[src/sv/gwm_pkg.sv]
// Shared types, character codes and item kinds for the glob wildcard matcher.
// No dependencies; imported by every module of the block.
package gwm_pkg;

    // item kinds carried on s_tuser
    localparam logic [1:0] MODE_CLEAR  = 2'd0;
    localparam logic [1:0] MODE_APPEND = 2'd1;
    localparam logic [1:0] MODE_VALUE  = 2'd2;
    localparam logic [1:0] MODE_END    = 2'd3;

    localparam logic [7:0] CH_STAR     = 8'h2A;
    localparam logic [7:0] CH_QUESTION = 8'h3F;
    localparam logic [7:0] CH_UPPER_A  = 8'h41;
    localparam logic [7:0] CH_UPPER_Z  = 8'h5A;
    localparam logic [7:0] CASE_BIT    = 8'h20;

    typedef struct packed {
        logic clear;
        logic append;
    } gwm_store_cmd_t;

    // Fold ASCII upper case onto lower case.
    function automatic logic [7:0] fold_byte(input logic [7:0] c);
        logic [7:0] r;
        r = c;
        if (c >= CH_UPPER_A && c <= CH_UPPER_Z)
        begin
            r = c | CASE_BIT;
        end
        return r;
    endfunction

endpackage

[src/sv/glob_wildcard_matcher_unit.sv]
// Glob wildcard matcher top level: input register, vector update, result register.
// Depends on gwm_pkg, gwm_pattern_store and gwm_closure.
//
// Takes one beat per clock: clear pattern, append pattern byte, value byte or end of value
// (s_tuser). The pattern ('*' any run, '?' one byte, letters case-insensitive) sits in a
// PATTERN_MAX-entry register store; each value byte moves a (PATTERN_MAX+1)-bit vector of
// reachable positions through a log-depth star-closure scan and per-entry compares, so the
// sustained rate is one beat per cycle. An end-of-value beat yields one result beat on
// m_tvalid, passing through the input register and then the result register;
// other beats yield none. A full result register that is not taken stalls only
// end-of-value beats.
module glob_wildcard_matcher_unit #(
    parameter int PATTERN_MAX = 32
) (
    input  logic       clk,
    input  logic       rst_n,
    input  logic       s_tvalid,
    output logic       s_tready,
    input  logic [7:0] s_tdata,   // [7:0] char_byte
    input  logic [1:0] s_tuser,   // [1:0] mode
    output logic       m_tvalid,
    input  logic       m_tready,
    output logic [7:0] m_tdata    // [0] matched, [1] pattern_overflow, [7:2] zero
);
    import gwm_pkg::*;

    localparam int LEN_W = $clog2(PATTERN_MAX + 1);
    localparam int VEC_W = PATTERN_MAX + 1;

    logic                   in_valid_reg;
    logic [1:0]             mode_reg;
    logic [7:0]             char_reg;
    logic                   proc;
    logic                   out_valid_reg;
    logic                   out_valid_next;
    logic                   matched_reg;
    logic                   ovf_out_reg;

    logic [VEC_W-1:0]       reach_reg;
    logic [VEC_W-1:0]       reach_next;
    logic [VEC_W-1:0]       closed;
    logic [VEC_W-1:0]       adv_vec;

    gwm_store_cmd_t         cmd;
    logic [LEN_W-1:0]       length;
    logic                   overflow;
    logic [PATTERN_MAX-1:0] star;
    logic [PATTERN_MAX-1:0] question;
    logic [7:0]             pat_char [PATTERN_MAX];
    logic [PATTERN_MAX-1:0] advance;
    logic [7:0]             value_folded;
    logic                   match_bit;

    // an end-of-value beat waits for room in the result register
    assign proc     = in_valid_reg && ((mode_reg != MODE_END) || !out_valid_reg || m_tready);
    assign s_tready = !in_valid_reg || proc;

    always_ff @(posedge clk or negedge rst_n)
    begin
        if (!rst_n)
        begin
            in_valid_reg <= 1'b0;
        end
        else if (s_tready)
        begin
            in_valid_reg <= s_tvalid;
        end
    end

    always_ff @(posedge clk)
    begin
        if (s_tready && s_tvalid)
        begin
            mode_reg <= s_tuser;
            char_reg <= s_tdata;
        end
    end

    assign cmd.clear  = proc && (mode_reg == MODE_CLEAR);
    assign cmd.append = proc && (mode_reg == MODE_APPEND);

    gwm_pattern_store #(
        .PATTERN_MAX (PATTERN_MAX),
        .LEN_W       (LEN_W)
    ) u_store (
        .clk       (clk),
        .rst_n     (rst_n),
        .cmd       (cmd),
        .char_byte (char_reg),
        .length    (length),
        .overflow  (overflow),
        .star      (star),
        .question  (question),
        .pat_char  (pat_char)
    );

    gwm_closure #(
        .WIDTH (VEC_W)
    ) u_closure (
        .reach  (reach_reg),
        .link   (star),
        .closed (closed)
    );

    assign value_folded = fold_byte(char_reg);

    genvar i;
    generate
        for (i = 0; i < PATTERN_MAX; i++)
        begin : g_adv
            // only entries below the current length take part
            assign advance[i] = closed[i] && (LEN_W'(i) < length) && !star[i]
                              && (question[i] || (pat_char[i] == value_folded));
        end
    endgenerate

    // stars hold their position; other entries step one place on
    assign adv_vec = {advance, 1'b0} | {1'b0, closed[PATTERN_MAX-1:0] & star};

    assign match_bit = closed[length] && !overflow;

    always_comb
    begin
        reach_next = reach_reg;
        if (proc)
        begin
            case (mode_reg)
                MODE_CLEAR, MODE_END:
                begin
                    reach_next = VEC_W'(1);
                end
                MODE_VALUE:
                begin
                    reach_next = adv_vec;
                end
                default:
                begin
                    reach_next = reach_reg;
                end
            endcase
        end
    end

    always_ff @(posedge clk or negedge rst_n)
    begin
        if (!rst_n)
        begin
            reach_reg <= VEC_W'(1);
        end
        else
        begin
            reach_reg <= reach_next;
        end
    end

    always_comb
    begin
        out_valid_next = out_valid_reg && !m_tready;
        if (proc && (mode_reg == MODE_END))
        begin
            out_valid_next = 1'b1;
        end
    end

    always_ff @(posedge clk or negedge rst_n)
    begin
        if (!rst_n)
        begin
            out_valid_reg <= 1'b0;
        end
        else
        begin
            out_valid_reg <= out_valid_next;
        end
    end

    always_ff @(posedge clk)
    begin
        if (proc && (mode_reg == MODE_END))
        begin
            matched_reg <= match_bit;
            ovf_out_reg <= overflow;
        end
    end

    assign m_tvalid = out_valid_reg;
    assign m_tdata  = {6'b0, ovf_out_reg, matched_reg};

endmodule

[src/sv/gwm_pattern_store.sv]
// Pattern store: folded pattern bytes, per-entry valid bits, length and overflow flag.
// Depends on gwm_pkg.
module gwm_pattern_store #(
    parameter int PATTERN_MAX = 32,
    parameter int LEN_W       = 6
) (
    input  logic                  clk,
    input  logic                  rst_n,
    input  gwm_pkg::gwm_store_cmd_t cmd,
    input  logic [7:0]            char_byte,
    output logic [LEN_W-1:0]      length,
    output logic                  overflow,
    output logic [PATTERN_MAX-1:0] star,
    output logic [PATTERN_MAX-1:0] question,
    output logic [7:0]            pat_char [PATTERN_MAX]
);
    import gwm_pkg::*;

    logic [7:0]             entry_reg [PATTERN_MAX];
    logic [PATTERN_MAX-1:0] valid_reg;
    logic [PATTERN_MAX-1:0] valid_next;
    logic [PATTERN_MAX-1:0] wr_en;
    logic [LEN_W-1:0]       len_reg;
    logic [LEN_W-1:0]       len_next;
    logic                   ovf_reg;
    logic                   ovf_next;
    logic                   full;

    assign full = (len_reg == LEN_W'(PATTERN_MAX));

    always_comb
    begin
        len_next   = len_reg;
        ovf_next   = ovf_reg;
        valid_next = valid_reg | wr_en;
        if (cmd.clear)
        begin
            len_next   = '0;
            ovf_next   = 1'b0;
            valid_next = '0;
        end
        else if (cmd.append)
        begin
            if (full)
            begin
                ovf_next = 1'b1;
            end
            else
            begin
                len_next = len_reg + LEN_W'(1);
            end
        end
    end

    always_ff @(posedge clk or negedge rst_n)
    begin
        if (!rst_n)
        begin
            len_reg   <= '0;
            ovf_reg   <= 1'b0;
            valid_reg <= '0;
        end
        else
        begin
            len_reg   <= len_next;
            ovf_reg   <= ovf_next;
            valid_reg <= valid_next;
        end
    end

    genvar i;
    generate
        for (i = 0; i < PATTERN_MAX; i++)
        begin : g_entry
            assign wr_en[i] = cmd.append && !cmd.clear && (len_reg == LEN_W'(i));

            always_ff @(posedge clk)
            begin
                if (wr_en[i])
                begin
                    entry_reg[i] <= fold_byte(char_byte);
                end
            end

            assign star[i]     = valid_reg[i] && (entry_reg[i] == CH_STAR);
            assign question[i] = valid_reg[i] && (entry_reg[i] == CH_QUESTION);
            assign pat_char[i] = entry_reg[i];
        end
    endgenerate

    assign length   = len_reg;
    assign overflow = ovf_reg;

endmodule

[src/sv/gwm_closure.sv]
// Star closure of the reachable-position vector as a log-depth prefix scan.
// Depends on gwm_pkg.
module gwm_closure #(
    parameter int WIDTH = 33
) (
    input  logic [WIDTH-1:0] reach,
    input  logic [WIDTH-2:0] link,   // link[j]: entry j is a star, carry j to j+1
    output logic [WIDTH-1:0] closed
);
    import gwm_pkg::*;

    localparam int LEVELS = $clog2(WIDTH);

    logic [WIDTH-1:0] g_lvl [LEVELS+1];
    logic [WIDTH-1:0] p_lvl [LEVELS+1];

    assign g_lvl[0] = reach;
    assign p_lvl[0] = {link, 1'b0};

    genvar l, j;
    generate
        for (l = 0; l < LEVELS; l++)
        begin : g_level
            for (j = 0; j < WIDTH; j++)
            begin : g_bit
                if (j >= (1 << l))
                begin : g_comb
                    assign g_lvl[l+1][j] = g_lvl[l][j]
                                         | (p_lvl[l][j] & g_lvl[l][j - (1 << l)]);
                    assign p_lvl[l+1][j] = p_lvl[l][j] & p_lvl[l][j - (1 << l)];
                end
                else
                begin : g_pass
                    assign g_lvl[l+1][j] = g_lvl[l][j];
                    assign p_lvl[l+1][j] = 1'b0;
                end
            end
        end
    endgenerate

    assign closed = g_lvl[LEVELS];

endmodule
[config.mk]
export PLATFORM = sky130hd
export DESIGN_NAME = glob_wildcard_matcher_unit
export DESIGN_NICKNAME = d
export VERILOG_FILES = /design/src/sv/gwm_pkg.sv /design/src/sv/glob_wildcard_matcher_unit.sv /design/src/sv/gwm_pattern_store.sv /design/src/sv/gwm_closure.sv
export SDC_FILE = /design/constraint.sdc
export NUM_CORES = 1
export LEC_CHECK = 0
export CAP_MARGIN = 20
export CORE_MARGIN = 2
export CORE_UTILIZATION = 25
export DETAILED_ROUTE_END_ITERATION = 7
export DONT_BUFFER_PORTS = 1
export GPL_TIMING_DRIVEN = 1
export SLEW_MARGIN = 5
export SYNTH_ARGS = -nofsm -noshare
export SYNTH_HDL_FRONTEND = slang
export SYNTH_SLANG_ARGS = --single-unit
export TNS_END_PERCENT = 5
[constraint.sdc]
create_clock -name clk -period 5 [get_ports clk]
set_input_delay 1 -clock clk [delete_from_list [all_inputs] [get_ports clk]]
set_output_delay 1 -clock clk [all_outputs]
set_load 0.005 [all_outputs]
---- Word-level counts from Yosys, hierarchy flattened ----
Memory sizes are Yosys's and may differ from the RTL's.
Index checks and enable logic that the tools add are counted.
word-level totals
  memory bits (read-only) ................. 0
  logic and storage cells ................. 1070
  input port bits ......................... 14
  register bits ........................... 86
  memory bits (writable) .................. 256
  memories ................................ 1
  latch bits .............................. 0
  output and inout bits ................... 10
operators by class
  reductions and logical operators ........ 313
  add/sub/neg operators ................... 1
  div/mod/pow operators ................... 0
  shift operators ......................... 0
  magnitude comparators ................... 35
  eq/ne operators ......................... 133
  multiplexer cells ....................... 201
  bitwise logic cells ..................... 376
  $mul .................................... 0
memory list
  name               words  width  read ports  clocked after Yosys merged registers in  write ports  RTL line                 RTL
  u_store.entry_reg  32     8      32          0                                        1            gwm_pattern_store.sv:19  logic [7:0] entry_reg [PATTERN_MAX];
operators by type and width
  cell                  number
  $eq A8 B6 Y1 const B  64
  $mux W8               63
  $eq A8 B8 Y1          32
  $reduce_or A8 Y1      31
  $and A1 B1 Y1         238
  $logic_and A1 B1 Y1   201
  $mux W5               31
  $or A1 B1 Y1          135
  $mux W1               100
  $eq A6 B5 Y1 const B  16
  $lt A5 B6 Y1 const A  16
  $pmux W33 S2          1
  $eq A6 B4 Y1 const B  8
  $lt A4 B6 Y1 const A  8
  $logic_not A1 Y1      37
  $logic_or A1 B1 Y1    35
  $or A33 B32 Y33       1
  $and A32 B32 Y32      1
  $mux W32              1
  $or A32 B32 Y32       1
  $eq A6 B3 Y1 const B  4
  $lt A3 B6 Y1 const A  4
  $mux W6               4
  $eq A6 B2 Y1 const B  2
  18 further kinds      25

---- Logic depth before layout (Yosys ltp) ----
Gate-level depths: netlist (run 1).
  depth in word-level cells ............... 42
  gate-level depth with buffers ........... 12
  gate-level depth less buffers ........... 10

---- Hierarchy ----
From an unflattened synthesis (run 1), not the netlist that was laid out.
unflattened totals
  cells, all modules ...................... 1406
  area total of the unflattened synthesis .. 17090.1 µm²
modules (own cells, without submodules)
  module                      cells each  area an instance (µm²)  sequential area each (µm²)  times used
  gwm_pattern_store           630         10522.6                 8663.3                      1
  glob_wildcard_matcher_unit  693         6015.8                  1237.4                      1
  gwm_closure                 83          551.8                   0.0                         1

---- Least setup slack after synthesis (run 1) ----
Ideal clock, no wire load.
  path type ............................... register to register
  start ................................... memory u_store.entry_reg[1][0] (netlist: u_store.entry_reg[0][8])
  end ..................................... register matched_reg (data pin)
  data arrival time ....................... 3055 ps
  library setup time ...................... 140 ps
  cell stages (with the launch flop) ...... 11
  required time ........................... 4860 ps
  period minus slack after synthesis ...... 3195 ps
  buffers on the path ..................... 0
  path slack .............................. 1805 ps
  path through ............................ edfxtp_1 -> or3_1 -> or4_4 -> o31ai_4 -> a21boi_2 -> a21oi_2 -> a31oi_2 -> o31a_1 -> mux4_2 -> o32ai_2 -> a2bb2oi_2
RTL lines
  what                  RTL line                           RTL
  from (decl)           gwm_pattern_store.sv:19
  to (signal assigned)  glob_wildcard_matcher_unit.sv:181  matched_reg <= match_bit;
  to (decl)             glob_wildcard_matcher_unit.sv:36   logic matched_reg;

==> flow_summary.json, run 1 <==
{
  "synth_simple_gate_area_share_pct": 16.8,
  "required_ps": 5420,
  "antenna_found_initial": 0,
  "timing.final.crit_share_pct": 78.8,
  "overflow": 0,
  "synthArstFlopShare_pct": 21.6,
  "p_sw_share_pct": 24.1,
  "route.final.wire_length_um": 49100,
  "worst_pin_slew_ps": 1030,
  "clkTransAtPathRegs_ps": 60,
  "setup_tns_ps": 0,
  "grt_pass1_wl_um": 76500,
  "synth_top_family_by_area": "simple AND/OR/NAND/NOR gates",
  "place_congestion": 0.930,
  "die_w_um": 269,
  "synthDistinctLibCells": 93,
  "largest_reg_flops": 256,
  "drv_slew": 0,
  "initial_core_util_pct": 25.2,
  "worstRegToRegCells": 10,
  "synthAdderAreaFrac_pct": 0.213,
  "p_comb_share_pct": 8.8,
  "path_max_fanout": 4,
  "ios": 24,
  "busiest_layer": "met2",
  "die-area_um2": 72600,
  "yosysTopAreaCell": "edfxtp_1",
  "synth_top_area_share_pct": 45.7,
  "synth_edf_count": 268,
  "synth_compound_area_share_pct": 11.3,
  "setup_viol": 0,
  "finClkSkew_ps": 17.6,
  "grt_use_met3_pct": 2.05,
  "placed_area_um2": 18800,
  "cts_tree": "done",
  "hold_class": "in2async",
  "clockBufferDepth": 3,
  "die_h_um": 269,
  "p_int_mw": 5.14,
  "grt_pass1_vias": 13000,
  "htreeDepth": 2,
  "drc_errors": 0,
  "stdcell_count": 2543,
  "drt-wirelength-per-cell_um": 19.3,
  "status": "completed",
  "power_switching_mw": 1.63,
  "grt_max_degree": 75,
  "dr.pass1.iters": 6,
  "final_common_cell": "edfxtp_1",
  "use_met2_pct": 21.7,
  "maxSlewHeadroom_pct": 31.4,
  "dp.cells": 2467,
  "end_kind": "register",
  "area_delta_synth_final_pct": 14.5,
  "cts_resized": 0,
  "period_needed_ps": 3940,
  "yosys_warnings": 0,
  "powerDensity_nw_per_um2": 336,
  "hold_buffers": 0,
  "syn_area_um2": 17600,
  "grt.total_usage_pct": 13.2,
  "drive_above_1_share_pct": 8.17,
  "synth_seq_area_share_pct": 56.2,
  "startpoint_type": "register",
  "path_class": "reg2reg",
  "final_cell_mix": "edfxtp_1, nor2_1, xnor2_1, xor2_1, nand2_1",
  "clock_sinks": 342,
  "antenna_cells": 0,
  "max_freq_ghz": 0.254,
  "cp_data_arrival_time_ps": 4360,
  "peakVddDrop_mv": 0.190,
  "avgSynthCellArea_um2": 11.3,
  "cap_violations": 0,
  "core-area_um2": 69900,
  "hold_ws_ps": 147,
  "vias": 12900,
  "cts_setup_buffers": 0,
  "syn_inst": 1555,
  "synth_xor_area_share_pct": 12.7,
  "synthMuxAreaShare_pct": 0.369,
  "hold_viol": 0,
  "dp_hpwl_um": 32500,
  "yosys-top-cells-area": "edfxtp_1, dfrtp_1, xnor2_1",
  "numPortBuffers": 0,
  "ys_ff_latch": 342,
  "placementRows": 97,
  "fin_area_um2": 20200,
  "seq_power_share_pct": 47.0,
  "clkPwrFrac_pct": 44.2,
  "ys.flop_type": "edfxtp_1",
  "rsz0062_at_grt": "false",
  "clk_latency_ps": 560,
  "leakagePower_nw": 6.48,
  "nets": 1588,
  "fill_cells": 7210,
  "use_met1_pct": 17.6,
  "cts_buffers": 40,
  "cts-root-buf": "clkbuf_16",
  "drtIter0Drc": 1312,
  "utilization_pct": 28.9,
  "via_per_inst": 5.09,
  "route.antenna.remaining_nets": 0
}
-- critical path: stages, from the launching register on --
cell	delay, ps
edfxtp_1	420
nor4_1	620
nand3b_1	270
nor4_1	560
nand2_1	220
o41ai_1	480
o21ai_1	270
o21bai_1	300
o21ai_0	140
a311oi_1	370
a2bb2oi_2	150
-- metrics by stage --
stage                     setup WS (ps)  power [mW]
after floorplan                    1800        3.60
after global placement             1430        3.83
after detailed placement           1290        3.83
after CTS                          1250        6.83
after global routing                814        7.01
final                              1060        6.77
-- area by class of cell --
class | count | area, µm² | area share [%]
Clock buffer | 54 | 1120 | 5.58
Clock inverter | 20 | 235 | 1.17
Inverter | 31 | 116 | 0.577
Multi-Input combinational cell | 1121 | 7350 | 36.4
Sequential cell | 342 | 9900 | 49.1
Tap cell | 940 | 1180 | 5.83
Timing Repair Buffer | 35 | 270 | 1.34
-- kinds of logic (layout without fill, tap and decap cells) --
kind of cell | count (synthesis) | after routing
adder cells (fa/ha/maj) | 3 | 3
other | 1 | 6
XOR/XNOR | 255 | 255
AND/OR/NAND/NOR | 581 | 581
flip-flops | 342 | 342
multiplexers | 4 | 4
buffers and inverters | 97 | 140
AO/OA/AOI/OAI | 272 | 272
-- power by group through the flow --
stage               clock network [mW]  logic [mW]  registers [mW]
global placement                     0       0.588            3.24
finish                            3.00       0.594            3.18
detailed placement                   0       0.590            3.24
CTS                               3.05       0.591            3.18
floorplan                            0       0.385            3.22
global route                      3.18       0.642            3.19
-- path summary, 6_finish.rpt --
| path | start | endpoint | slack (ps) |
|---|---|---|---|
| worst max-delay path | u_store.entry_reg[1][58] | matched_reg | 1060 |
| min in group clk | u_store.valid_reg[20] | u_store.valid_reg[20] | 490 |
| max in group asynchronous | rst_n | reach_reg[0] | 4620 |
| worst min register to register | u_store.valid_reg[20] | u_store.valid_reg[20] | 490 |
| worst min-delay path | rst_n | u_store.valid_reg[28] | 150 |
| worst max register to register | u_store.entry_reg[1][58] | matched_reg | 1060 |
-- synth_stat cells, types with 10 or more instances --
cell type / count
edfxtp_1: 268
nor2_1: 179
xnor2_1: 170
xor2_1: 85
nand2_1: 83
nand3_1: 78
dfrtp_1: 73
nor3_1: 63
a21oi_1: 48
nand4_1: 41
o21ai_0: 40
clkbuf_1: 39
nor4_1: 37
inv_1: 29
and4_1: 25
a41oi_1: 22
o22ai_1: 21
a22o_1: 19
a31oi_1: 19
or3_1: 14
buf_1: 12
buf_4: 10
-- per-layer routing --
metal / wire, µm / share of wire, %
met2: 22900 / 47
met5: 0 / 0
met1: 21700 / 44
met3: 3110 / 6.3
met4: 1380 / 2.8
Power figures use the tool's default switching activity.
==> run 2: changes to the inputs <==
--- a/config.mk
+++ b/config.mk
@@ -5,6 +5,7 @@
 export SDC_FILE = /design/constraint.sdc
 export NUM_CORES = 1
 export LEC_CHECK = 0
+export ABC_AREA = 1
 export CAP_MARGIN = 20
 export CORE_MARGIN = 2
 export CORE_UTILIZATION = 25
==> constraint.sdc (replaced) <==
create_clock -name clk -period 3.89 [get_ports clk]
set_input_delay 0.778 -clock clk [delete_from_list [all_inputs] [get_ports clk]]
set_output_delay 0.778 -clock clk [all_outputs]
set_load 0.005 [all_outputs]
==> flow_summary.json, run 2 <==
{
  "status": "completed",
  "numPortBuffers": 0,
  "yosys-top-cells-area": "edfxtp_1, nand2_1, dfrtp_1",
  "cts_buffers": 40,
  "die_w_um": 286,
  "hold_ws_ps": 53.8,
  "leakagePower_nw": 8.28,
  "final_cell_mix": "nand2_1, nor2_1, edfxtp_1, inv_1, nand3_1",
  "rrSetupSlack_ps": 920,
  "rsz0062_at_grt": "false",
  "utilization_pct": 28.3,
  "die-area_um2": 81600,
  "period_needed_ps": 2970,
  "syn_area_um2": 19800,
  "area_delta_synth_final_pct": 12.5,
  "synth_edf_count": 268,
  "powerDensity_nw_per_um2": 367,
  "overflow": 0,
  "drc_errors": 0,
  "synthDistinctLibCells": 57,
  "path_class": "reg2reg",
  "total_power_mw": 8.19,
  "required_ps": 4080,
  "peakVddDrop_mv": 0.277,
  "hold_class": "in2async",
  "reg2reg_from": "u_store.length[5]",
  "drv_slew": 0,
  "setup_viol": 0,
  "path_max_fanout": 9,
  "finClkSkew_ps": 19.6,
  "worst_pin_slew_ps": 892,
  "syn_inst": 2298,
  "clkTransAtPathRegs_ps": 60,
  "fin_ws_ps": 920,
  "clk_latency_ps": 570,
  "avgSynthCellArea_um2": 8.63,
  "grt_pass1_wl_um": 90000,
  "initial_core_util_pct": 25.2,
  "core-area_um2": 78700,
  "dp_hpwl_um": 40700,
  "htreeDepth": 2,
  "clock_sinks": 342,
  "placementRows": 103,
  "timing.final.crit_share_pct": 76.4,
  "hold_viol": 0,
  "grt.total_usage_pct": 14.2,
  "cts_resized": 0,
  "synth_top_area_share_pct": 40.6,
  "max_freq_ghz": 0.337,
  "final_common_cell": "nand2_1",
  "vias": 15900,
  "route.antenna.remaining_nets": 0,
  "setup_tns_ps": 0,
  "yosys_warnings": 0,
  "cts-root-buf": "clkbuf_16",
  "post-synth-top-count-cell": "nand2_1",
  "ys_ff_latch": 342,
  "drtIter0Drc": 1540,
  "synth_common_cells": "nand2_1, nor2_1, edfxtp_1, inv_1, nand3_1",
  "cap_violations": 0,
  "dp.cells": 3321,
  "drive_above_1_share_pct": 10.6,
  "cts_tree": "done",
  "die_h_um": 286,
  "route.final.wire_length_um": 58000,
  "fin_area_um2": 22300,
  "synthArstFlopShare_pct": 21.6,
  "yosysTopAreaCell": "edfxtp_1",
  "cp_data_arrival_time_ps": 3160,
  "pre_cts_ws_ps": 993,
  "via_per_inst": 4.67,
  "end_kind": "register",
  "synth_seq_area_share_pct": 49.9,
  "place_congestion": 0.960,
  "grt_pass1_vias": 15400,
  "r2r-end": "u_store.entry_reg[0][20]",
  "maxSlewHeadroom_pct": 40.3,
  "largest_reg_flops": 256,
  "grt_max_degree": 74,
  "ios": 24,
  "ys.flop_type": "edfxtp_1",
  "worstRegToRegCells": 8,
  "drt-wirelength-per-cell_um": 17.1,
  "nets": 2331,
  "antenna_found_initial": 4,
  "startpoint_type": "register",
  "stdcell_count": 3394,
  "placed_area_um2": 21100,
  "dr.pass1.iters": 6,
  "clockBufferDepth": 3
}
[run 2: worst max-delay path: stages (launching register included)]
cell and delay, ps:
dfrtp_1 470, nor2_1 130, buf_4 200, inv_1 210, nor2_1 330, inv_1 200
nor2_1 280, inv_1 140, nor2_1 610
[run 2: cell families after synthesis]
logic type / count (synthesis) / share of synthesized area (%)
other: 1 / 0.0189
xor gates and xnor gates: 182 / 8.03
and+or+nand+nor: 1236 / 29.1
adders and majority gates: 3 / 0.189
DFF: 342 / 49.9
AOI/OAI and AO/OA: 192 / 5.86
buffers and inverters: 342 / 6.91
[run 2: what timing repair did]
action                    in CTS  in global routing
hold buffers                   1                  0
hold endpoints to repair      73                  0
buffers inserted               0                  0
[run 2: power by group]
| part | internal, mW | switching (mW) | total, mW |
|---|---|---|---|
| sequential | 4.00 | 0.0540 | 4.05 |
| combinational | 0.171 | 0.460 | 0.632 |
| clock | 2.04 | 1.47 | 3.51 |
[run 2: worst max-delay path by stage]
stage | start | end | slack, ps | depth (start not counted)
floorplan | char_reg[6] | reach_reg[4] | 1460 | 14
CTS | u_store.length[5] | u_store.entry_reg[0][20] | 980 | 8
finish | u_store.length[5] | u_store.entry_reg[0][20] | 920 | 8
global route | char_reg[0] | reach_reg[3] | 800 | 12
global placement | u_store.length[5] | u_store.entry_reg[0][23] | 930 | 8
detailed placement | u_store.length[5] | u_store.entry_reg[0][23] | 990 | 8
[run 2: final cells by class]
| type | count | area, µm² |
|---|---|---|
| Clock inverter | 15 | 104 |
| Sequential cell | 342 | 9900 |
| Tap cell | 1050 | 1310 |
| Antenna cell | 1 | 2.50 |
| Multi-Input combinational cell | 1619 | 8600 |
| Fill cell | 8238 | 56400 |
| Inverter | 287 | 1080 |
| Timing Repair Buffer | 24 | 213 |
| Clock buffer | 56 | 1100 |
[run 2: layer usage]
layer / track usage, % / part of all wire (%)
met5: 0 / 0.074
met4: 4.54 / 2.7
met3: 3.14 / 7.5
met2: 22.0 / 44
met1: 19.6 / 46
==> run 3: changes to the inputs <==
==> constraint.sdc (replaced) <==
create_clock -name clk -period 2.81 [get_ports clk]
set_input_delay 0.562 -clock clk [delete_from_list [all_inputs] [get_ports clk]]
set_output_delay 0.562 -clock clk [all_outputs]
set_load 0.005 [all_outputs]
==> flow_summary.json, run 3 (same netlist as run 2, synthesis figures left out) <==
{
  "status": "completed",
  "rsz0062_at_grt": "false",
  "startpoint_type": "register",
  "finClkSkew_ps": 18.0,
  "clockBufferDepth": 3,
  "setup_tns_ps": 0,
  "worstHoldPathCells": 0,
  "clkTransAtPathRegs_ps": 60,
  "setup_viol": 0,
  "timing.final.crit_share_pct": 91.5,
  "clock_sinks": 342,
  "route.final.wire_length_um": 57600,
  "antenna_cells": 0,
  "route.antenna.remaining_nets": 0,
  "powerDensity_nw_per_um2": 519,
  "grt_max_degree": 75,
  "grt_pass1_vias": 15600,
  "area.sequential_um2": 9900,
  "die-area_um2": 81600,
  "area_delta_synth_final_pct": 16.3,
  "overflow": 0,
  "fill_cells": 8254,
  "drtIter0Drc": 1384,
  "initial_core_util_pct": 25.2,
  "dp_hpwl_um": 41800,
  "path_class": "reg2reg",
  "drt-wirelength-per-cell_um": 16.7,
  "worst_pin_slew_ps": 677,
  "fin_ws_ps": 240,
  "hp-start": "s_tuser[1]",
  "period_needed_ps": 2570,
  "max_freq_ghz": 0.389,
  "clk_latency_ps": 560,
  "cts-root-buf": "clkbuf_16",
  "required_ps": 3230,
  "critPathMaxStageDelay_ps": 400,
  "hold_class": "in2reg",
  "numPortBuffers": 0,
  "cpMostUsedCell": "nand2_1",
  "die_h_um": 286,
  "cp_data_arrival_time_ps": 2990,
  "pre_cts_ws_ps": 349,
  "end_kind": "register",
  "antenna_found_initial": 3,
  "placementRows": 103,
  "use_met2_pct": 22.2,
  "rrSetupSlack_ps": 240,
  "r2r-end": "matched_reg",
  "htreeDepth": 2,
  "final_common_cell": "nand2_1",
  "final_cell_mix": "nand2_1, nor2_1, edfxtp_1, inv_1, nand3_1",
  "multi_input_area_um2": 8600,
  "maxSlewHeadroom_pct": 54.8,
  "cts_tree": "done",
  "grt_use_met3_pct": 3.05,
  "busiest_layer": "met2",
  "reg2reg_from": "u_store.entry_reg[0][62]",
  "nets": 2392,
  "path_max_fanout": 5,
  "cts_buffers": 40,
  "place_congestion": 0.996,
  "use_met1_pct": 19.0,
  "cap_violations": 0,
  "die_w_um": 286,
  "peakVddDrop_mv": 0.338,
  "core-area_um2": 78700,
  "drv_slew": 0,
  "hold_viol": 0,
  "worstRegToRegCells": 19,
  "holdPathEnd": "mode_reg[1]",
  "grt.total_usage_pct": 14.0,
  "vias": 15900,
  "crit_chain": "inv_1, nand2_1, nor2_2, nand3_1, nor2_1, nand2_1, nand2_1, inv_1, nand3_2, nand2_1, nand2_1, nand2_1, nand3_1, nand2_1, nand2_1, nand2_1, nand2_1, nand3_2, a21oi_2",
  "dr.pass1.iters": 6,
  "via_per_inst": 4.61,
  "drive_above_1_share_pct": 13.1,
  "grt_pass1_wl_um": 88900,
  "cts_setup_buffers": 0,
  "hold_ws_ps": 104,
  "largest_reg_flops": 256,
  "crit_path_top_delay_cell": "edfxtp_1",
  "drc_errors": 0,
  "leakagePower_nw": 8.73,
  "ios": 24
}
[run 3: area by class of cell]
cell class | instances | share of cell area [%]
sequential | 342 | 42.9
clock buffer | 53 | 4.86
tap | 1050 | 5.69
inverter | 287 | 4.68
timing repair buffer | 85 | 3.51
multi-input combinational | 1619 | 37.3
clock inverter | 19 | 1.09
[run 3: worst max-delay path by stage]
stage               cells after the start                      start  slack [ps]           end
floorplan                              14                char_reg[6]         380  reach_reg[4]
global placement                       21    u_store.entry_reg[0][0]         310   matched_reg
detailed placement                     17  u_store.entry_reg[0][127]         350   matched_reg
CTS                                    17  u_store.entry_reg[0][127]         350   matched_reg
global route                           21   u_store.entry_reg[1][23]          50   matched_reg
finish                                 19   u_store.entry_reg[0][62]         240   matched_reg
[run 3: what timing repair did]
action / in CTS / in global routing
endpoints found under the hold margin: 74 / 0
hold buffers: 2 / 0
setup endpoints to repair: 0 / 0
gates resized for setup: 0 / 0
[run 3: per-layer routing]
metal	up-vias	wire, µm	share of wire (%)
met2	493	25600	44
met1	7598	26600	46
met5	-	38	0.066
met3	92	3850	6.7
li1	7755	-	-
met4	6	1560	2.7
[run 3: where the power goes]
| group | total [mW] | switching, mW | internal [mW] |
|---|---|---|---|
| Sequential | 5.59 | 0.0571 | 5.53 |
| Clock | 5.42 | 2.06 | 3.36 |
| Combinational | 0.977 | 0.675 | 0.302 |
| Total | 12.0 | 2.79 | 9.19 |
[run 3: stage by stage]
stage               power, mW  utilization (%)  area [µm²]  std cells
floorplan                6.24                -       19900       2303
global placement         6.63             27.5       21700       3381
detailed placement       6.63             27.5       21700       3381
CTS                      12.1             29.3       23100       3455
global route             12.4             29.3       23100       3455
finish                   12.0             29.3       23100       3455
[run 3: critical path: cells and delay by family (launching register included)]
family,cells,cell delay [ps]
AND/OR/NAND/NOR,16,1770
flip-flops,1,400
buffers and inverters,2,130
AO/OA/AOI/OAI,1,120
